`config.mk`:
```
export PLATFORM = sky130hd
export DESIGN_NAME = mtde_ctrl
export DESIGN_NICKNAME = d
export VERILOG_FILES = /design/src/rtl/mtde_pkg.sv /design/src/rtl/mtde_ctrl.sv
export SDC_FILE = /design/constraint.sdc
export NUM_CORES = 1
export LEC_CHECK = 0
export ABC_CLOCK_PERIOD_IN_PS = 3400
export BUFFER_PORTS_ARGS = -buffer_cell sky130_fd_sc_hd__buf_2
export CORE_AREA = 2 2 45 47
export CTS_CLUSTER_DIAMETER = 50
export CTS_CLUSTER_SIZE = 28
export DETAILED_ROUTE_END_ITERATION = 12
export DIE_AREA = 0 0 47 49
export MAX_ROUTING_LAYER = met4
export PLACE_DENSITY = 0.86
export SETUP_SLACK_MARGIN = 0.2
export SYNTH_ARGS = -nofsm -noshare
export SYNTH_HDL_FRONTEND = slang
export SYNTH_SLANG_ARGS = --single-unit
```
`constraint.sdc`:
```
create_clock -name clk_i -period 3.4 [get_ports clk_i]
set_input_delay 0.68 -clock clk_i [delete_from_list [all_inputs] [get_ports clk_i]]
set_output_delay 0.68 -clock clk_i [all_outputs]
set_load 0.01 [all_outputs]
```
`src/rtl/mtde_pkg.sv`:
```
// ----------------------------------------------------------------------------
// Timer deadline engine package
// Shared item types, action and unit codes, conversion constants and the
// command and status groups between the controller and the datapath.
// ----------------------------------------------------------------------------
package mtde_pkg;

  localparam int unsigned DEF_NUM_SLOTS = 16;
  localparam int unsigned MAX_RESULTS   = 16;

  localparam logic [2:0] ACT_CREATE  = 3'd0;
  localparam logic [2:0] ACT_ENABLE  = 3'd1;
  localparam logic [2:0] ACT_DISABLE = 3'd2;
  localparam logic [2:0] ACT_DELETE  = 3'd3;
  localparam logic [2:0] ACT_CHECK   = 3'd4;
  localparam logic [2:0] ACT_DRAIN   = 3'd5;

  localparam logic [1:0] UNIT_MS = 2'd0;
  localparam logic [1:0] UNIT_US = 2'd1;
  localparam logic [1:0] UNIT_NS = 2'd2;
  localparam logic [1:0] UNIT_S  = 2'd3;

  localparam logic signed [63:0] I64_MAX   = 64'sh7FFF_FFFF_FFFF_FFFF;
  localparam logic signed [63:0] I64_MIN   = 64'sh8000_0000_0000_0000;
  localparam logic signed [63:0] NS_PER_S  = 64'sd1000000000;
  localparam logic signed [63:0] NS_PER_MS = 64'sd1000000;
  localparam logic signed [63:0] NS_PER_US = 64'sd1000;

  localparam logic signed [63:0] HI_S  = I64_MAX / NS_PER_S;
  localparam logic signed [63:0] LO_S  = I64_MIN / NS_PER_S;
  localparam logic signed [63:0] HI_MS = I64_MAX / NS_PER_MS;
  localparam logic signed [63:0] LO_MS = I64_MIN / NS_PER_MS;
  localparam logic signed [63:0] HI_US = I64_MAX / NS_PER_US;
  localparam logic signed [63:0] LO_US = I64_MIN / NS_PER_US;

  typedef struct packed {
    logic [2:0]         action;
    logic [3:0]         slot;
    logic signed [63:0] amount;
    logic [1:0]         unit;
    logic               single_shot;
    logic               absolute_mode;
    logic [62:0]        now_ns;
    logic [62:0]        wall_now_ns;
    logic [4:0]         max_events;
  } in_t;

  typedef struct packed {
    logic               status;
    logic [3:0]         event_slot;
    logic [31:0]        fire_cnt;
    logic               has_event;
    logic               last_of_run;
    logic signed [63:0] min_wait_ns;
  } out_t;

  typedef struct packed {
    logic latch;
    logic mul_lo;
    logic mul_hi;
    logic conv;
    logic delta;
    logic create_wr;
    logic reject;
    logic en_wr;
    logic dis_wr;
    logic del_wr;
    logic rd_slot;
    logic idx_clr;
    logic idx_inc;
    logic ck_fire1;
    logic div_start;
    logic ck_upd;
    logic mw_clr;
    logic mw_acc;
    logic mw_fin;
    logic dr_clr;
    logic dr_take;
    logic out_single;
    logic out_fin;
  } cmd_t;

  typedef struct packed {
    logic [2:0] action;
    logic       in_range;
    logic       neg_rel;
    logic       slot_exists;
    logic       idx_last;
    logic       due_once;
    logic       due_per;
    logic       div_done;
    logic       cand;
    logic       dr_stop;
    logic       pend_valid;
    logic       out_free;
  } sts_t;

  function automatic logic [29:0] unit_factor(input logic [1:0] u);
    logic [29:0] f;
    case (u)
      UNIT_MS: f = 30'(NS_PER_MS);
      UNIT_US: f = 30'(NS_PER_US);
      UNIT_NS: f = 30'd1;
      default: f = 30'(NS_PER_S);
    endcase
    return f;
  endfunction

  function automatic logic signed [63:0] lim_hi(input logic [1:0] u);
    logic signed [63:0] l;
    case (u)
      UNIT_MS: l = HI_MS;
      UNIT_US: l = HI_US;
      UNIT_NS: l = I64_MAX;
      default: l = HI_S;
    endcase
    return l;
  endfunction

  function automatic logic signed [63:0] lim_lo(input logic [1:0] u);
    logic signed [63:0] l;
    case (u)
      UNIT_MS: l = LO_MS;
      UNIT_US: l = LO_US;
      UNIT_NS: l = I64_MIN;
      default: l = LO_S;
    endcase
    return l;
  endfunction

endpackage

```
`src/rtl/mtde_ctrl.sv`:
```
// ----------------------------------------------------------------------------
// Timer deadline engine controller
// Sequences commands, slot scans, the divider and result delivery.
// ----------------------------------------------------------------------------
module mtde_ctrl (
  input  logic            clk_i,
  input  logic            rst_ni,
  input  logic            in_valid_i,
  output logic            in_stall_o,
  input  mtde_pkg::sts_t  sts_i,
  output mtde_pkg::cmd_t  cmd_o
);
  import mtde_pkg::*;

  typedef enum logic [4:0] {
    S_IDLE, S_DISP, S_MUL_HI, S_CONV, S_DELTA, S_CR_WR, S_EN_RD, S_EN_WR,
    S_CK_RD, S_CK_EVAL, S_CK_DIV, S_MW_RD, S_MW_ACC, S_MW_FIN, S_OUT1,
    S_DR_RD, S_DR_EVAL, S_DR_FIN
  } state_e;

  state_e state_q, state_d;
  cmd_t   cmd;

  assign in_stall_o = (state_q != S_IDLE);
  assign cmd_o      = cmd;

  always_comb begin
    cmd     = '0;
    state_d = state_q;
    case (state_q)
      S_IDLE: begin
        if (in_valid_i) begin
          cmd.latch = 1'b1;
          state_d   = S_DISP;
        end
      end
      S_DISP: begin
        cmd.idx_clr = 1'b1;
        cmd.mw_clr  = 1'b1;
        state_d     = S_MW_RD;
        if (sts_i.action == ACT_CREATE && sts_i.in_range) begin
          if (sts_i.neg_rel) begin
            cmd.reject = 1'b1;
          end else begin
            cmd.mul_lo = 1'b1;
            state_d    = S_MUL_HI;
          end
        end else if (sts_i.action == ACT_ENABLE && sts_i.in_range) begin
          if (sts_i.slot_exists) begin
            state_d = S_EN_RD;
          end
        end else if (sts_i.action == ACT_DISABLE && sts_i.in_range) begin
          cmd.dis_wr = 1'b1;
        end else if (sts_i.action == ACT_DELETE && sts_i.in_range) begin
          cmd.del_wr = 1'b1;
        end else if (sts_i.action == ACT_CHECK || sts_i.action == ACT_DRAIN) begin
          state_d = S_CK_RD;
        end
      end
      S_MUL_HI: begin
        cmd.mul_hi = 1'b1;
        state_d    = S_CONV;
      end
      S_CONV: begin
        cmd.conv = 1'b1;
        state_d  = S_DELTA;
      end
      S_DELTA: begin
        cmd.delta = 1'b1;
        state_d   = S_CR_WR;
      end
      S_CR_WR: begin
        cmd.create_wr = 1'b1;
        cmd.idx_clr   = 1'b1;
        cmd.mw_clr    = 1'b1;
        state_d       = S_MW_RD;
      end
      S_EN_RD: begin
        cmd.rd_slot = 1'b1;
        state_d     = S_EN_WR;
      end
      S_EN_WR: begin
        cmd.en_wr   = 1'b1;
        cmd.idx_clr = 1'b1;
        cmd.mw_clr  = 1'b1;
        state_d     = S_MW_RD;
      end
      S_CK_RD: begin
        state_d = S_CK_EVAL;
      end
      S_CK_EVAL, S_CK_DIV: begin
        if (state_q == S_CK_EVAL && sts_i.due_per) begin
          cmd.div_start = 1'b1;
          state_d       = S_CK_DIV;
        end else if (state_q == S_CK_EVAL || sts_i.div_done) begin
          cmd.ck_fire1 = (state_q == S_CK_EVAL) && sts_i.due_once;
          cmd.ck_upd   = (state_q == S_CK_DIV);
          if (sts_i.idx_last) begin
            cmd.idx_clr = 1'b1;
            cmd.mw_clr  = 1'b1;
            state_d     = S_MW_RD;
          end else begin
            cmd.idx_inc = 1'b1;
            state_d     = S_CK_RD;
          end
        end
      end
      S_MW_RD: begin
        state_d = S_MW_ACC;
      end
      S_MW_ACC: begin
        cmd.mw_acc = 1'b1;
        if (sts_i.idx_last) begin
          state_d = S_MW_FIN;
        end else begin
          cmd.idx_inc = 1'b1;
          state_d     = S_MW_RD;
        end
      end
      S_MW_FIN: begin
        cmd.mw_fin = 1'b1;
        if (sts_i.action == ACT_DRAIN) begin
          cmd.idx_clr = 1'b1;
          cmd.dr_clr  = 1'b1;
          state_d     = S_DR_RD;
        end else begin
          state_d = S_OUT1;
        end
      end
      S_OUT1: begin
        if (sts_i.out_free) begin
          cmd.out_single = 1'b1;
          state_d        = S_IDLE;
        end
      end
      S_DR_RD: begin
        state_d = sts_i.dr_stop ? S_DR_FIN : S_DR_EVAL;
      end
      S_DR_EVAL: begin
        if (!(sts_i.cand && sts_i.pend_valid && !sts_i.out_free)) begin
          cmd.dr_take = sts_i.cand;
          if (sts_i.idx_last) begin
            state_d = S_DR_FIN;
          end else begin
            cmd.idx_inc = 1'b1;
            state_d     = S_DR_RD;
          end
        end
      end
      S_DR_FIN: begin
        if (sts_i.out_free) begin
          cmd.out_fin = 1'b1;
          state_d     = S_IDLE;
        end
      end
      default: begin
        state_d = S_IDLE;
      end
    endcase
  end

  always_ff @(posedge clk_i or negedge rst_ni) begin
    if (!rst_ni) begin
      state_q <= S_IDLE;
    end else begin
      state_q <= state_d;
    end
  end
endmodule

```
==> key figures <==
Clock tree
  • Bufs on Longest Clock Path: 2
  • Post-CTS sizing: 0
  • Post-CTS setup buffer count: 0
  • CTS Hold Bufs: 0
  • Reg clk slew, reported paths: approximately 0.05 ns
  • Clock sinks: 5
  • CTS tree: yes
  • CTS Root Cell: clkbuf_4
  • Clk Latency, worst-skew pair: roughly 0.24 ns
  • CTS buffer count: 3
  • CTS H-Tree Depth: 1

Timing
  • Final Hold Vio Count: 0
  • # setup viols final: 0
  • Post-route minimum period: 2.93 ns
  • Fmax achieved: ~340 MHz
  • Final period util: between 80 and 90%
  • Hold slack: 0.239 ns
  • Worst slew pin tran: around 0.60 ns
  • Setup TNS: 0 ns
  • Max-slew violations: 0
  • Worst slew margin: between 50 and 60%
  • RSZ-0062 raised after global routing: no
  • Final Skew: 0.00420 ns

Routing
  • Iter 0 DRT Violations: between 40 and 50
  • Top Layer Used: met3
  • Met1 wire length: around 1100 um
  • Routed wl met2: about 1300 um
  • Final wirelength: between 2000 and 3000 um
  • Wire per inst: roughly 14 um
  • Wire length on met3: between 200 and 250 um
  • Vias per cell: between 6 and 7
  • DRC Markers: 0
  • First-pass DRT Iterations: 4
  • Vias: approximately 1,100
  • Post-DRT Antenna Nets: 0

Global routing
  • Vias in the first global route: 995
  • Pin count of the biggest net entering global routing: 25
  • First-pass GRT wire length: between 4000 and 5000 um
  • Total global-route track usage: about 24%
  • GRT overflow: 0
  • Initial antenna violation count: 0

Critical path
  • Worst setup EP type: output port
  • CP Launch Type: flop
  • CP Class: reg2out
  • Crit-path max FO: 20
  • Worst Path Arrival: ~2.3 ns
  • Data required time of the worst path: between 2 and 3 ns

Logic synthesis
  • Avg Inst Size Synth: 7.10 um^2
  • Seq/Total Area, Yosys: between 10% and 20%
  • Ys Warns: 0
  • Distinct cells, synth: 49
  • Syn_nets: ~140
  • Most used DFF post-synth: dfrtp_1
  • FF+latch count, synth: 5
  • Cell area after synthesis: 860 um^2
  • Syn Inst Count: 121
  • Number of synthesized flops with an enable pin: 0
  • Post-synth ARST share: 100%

Flow run
  • Max Cap Violations: 0

Finish
  • N_diodes: 0
  • Largest Register: state_q
  • Fin nets: 174
  • Area Growth Syn to Fin: 25.3%
  • Max reg flops: 5
  • Largest regs: state_q: 5 flops
  • Post-route core utilization: between 50 and 60%
  • Share of layout cells above drive strength 1: between 30% and 40%
  • Non-Filler Instances: 183
  • Fill count: 177

Floorplan
  • IO Pins: 41
  • Die area: between 2000 and 2500 um^2
  • Die height: 49 um
  • Initial Utilization: between 40% and 50%
  • Die width: 47 um
  • Core ar.: about 1800 um^2
  • Std-Cell Rows: 16

Min path
  • HP Class: in2async

Placed design
  • # port buffers: 40
  • Final weighted congestion in routability-driven placement: just over 0.8
  • Hpwl dp: between 1500 and 2000 um
  • Inst Count DP: 179

Power
  • P_leak: about 0.00052 uW
  • Pwr per Cell Area: approximately 810 nW/um^2
  • Max VDD drop: around 0.00053 V

Run status
  • Status: finished clean
-- metal layers --
metal	up-vias	GRT usage [%]
met2	68	38.8
met5	-	-
met3	0	3.33
li1	529	-
met4	0	3.70
met1	510	32.1
-- cells in the mapped netlist, types with 3 or more instances --
cell	number	area [um^2]
nor2b_1	3	18.8
nand2b_1	6	37.5
nor4_1	5	31.3
nand3_1	4	20.0
and3_1	3	18.8
o21ai_0	3	15.0
buf_2	7	35.0
dfrtp_1	5	125
nor3_1	9	45.0
nor2_1	8	30.0
nor3b_1	5	37.5
inv_1	3	11.3
nand2_1	12	45.0
a21oi_1	6	30.0
-- final timing paths --
kind | from | end | slack (ns) | depth (start not counted)
setup / recovery | state_q[4]$_DFFE_PN0P_ | cmd_o[16] | 0.47 | 4
hold / removal | rst_ni | state_q[0]$_DFFE_PN0P_ | 0.24 | 1
setup reg to reg | state_q[2]$_DFFE_PN0P_ | state_q[1]$_DFFE_PN0P_ | 1.13 | 5
hold reg to reg | state_q[1]$_DFFE_PN0P_ | state_q[3]$_DFFE_PN0P_ | 0.91 | 3
max in group asynchronous | rst_ni | state_q[3]$_DFFE_PN0P_ | 3.03 | 1
min in group clk_i | sts_i[0] | state_q[0]$_DFFE_PN0P_ | 0.78 | 3
-- kinds of logic after synthesis --
group,count (synthesis),share of synthesized area (%)
compound gates,25,21.8
buf+inv,14,8.01
flops,5,14.6
mux,2,2.33
simple gates,75,53.3
-- layout by cell type, fill, tap and decap left out, drive strengths merged, types with 4 or more instances in the layout --
cell | netlist | layout
nor4 | 5 | 5
a21oi | 6 | 6
nor2 | 8 | 8
nor3b | 5 | 5
nor3 | 9 | 9
nand2 | 12 | 12
buf | 9 | 42
nand2b | 6 | 6
clkbuf | 2 | 4
dfrtp | 5 | 5
or3b | 4 | 4
nand3 | 4 | 4
-- worst max-delay path, stage by stage (launching register included) --
cell	delay, ns
dfrtp_1	0.58
or3b_4	0.49
or4_4	0.51
nor4b_2	0.26
buf_2	0.17
-- cell type report --
type / count / area [um^2] / area share [%]
Clock buffer: 4 / 26.3 / 2.44
Inverter: 3 / 11.3 / 1.05
Multi-Input combinational cell: 102 / 666 / 61.8
Sequential cell: 5 / 125 / 11.6
Tap cell: 27 / 33.8 / 3.14
Timing Repair Buffer: 42 / 215 / 20.0
-- where the power goes --
group	internal [uW]	total, uW	switching [uW]
combinational	284	629	345
sequential	88.6	172	83.6
clock	44.3	68.2	23.8
-- through the flow --
step                      power, uW  cell area, um^2  setup slack (ns)
after floorplan                 643              860             0.924
after global placement          770             1050             0.804
after detailed placement        788             1050             0.753
after CTS                       860             1080             0.490
after global routing            946             1080             0.397
final                           869             1080             0.473
Power figures use the tool's default switching activity.
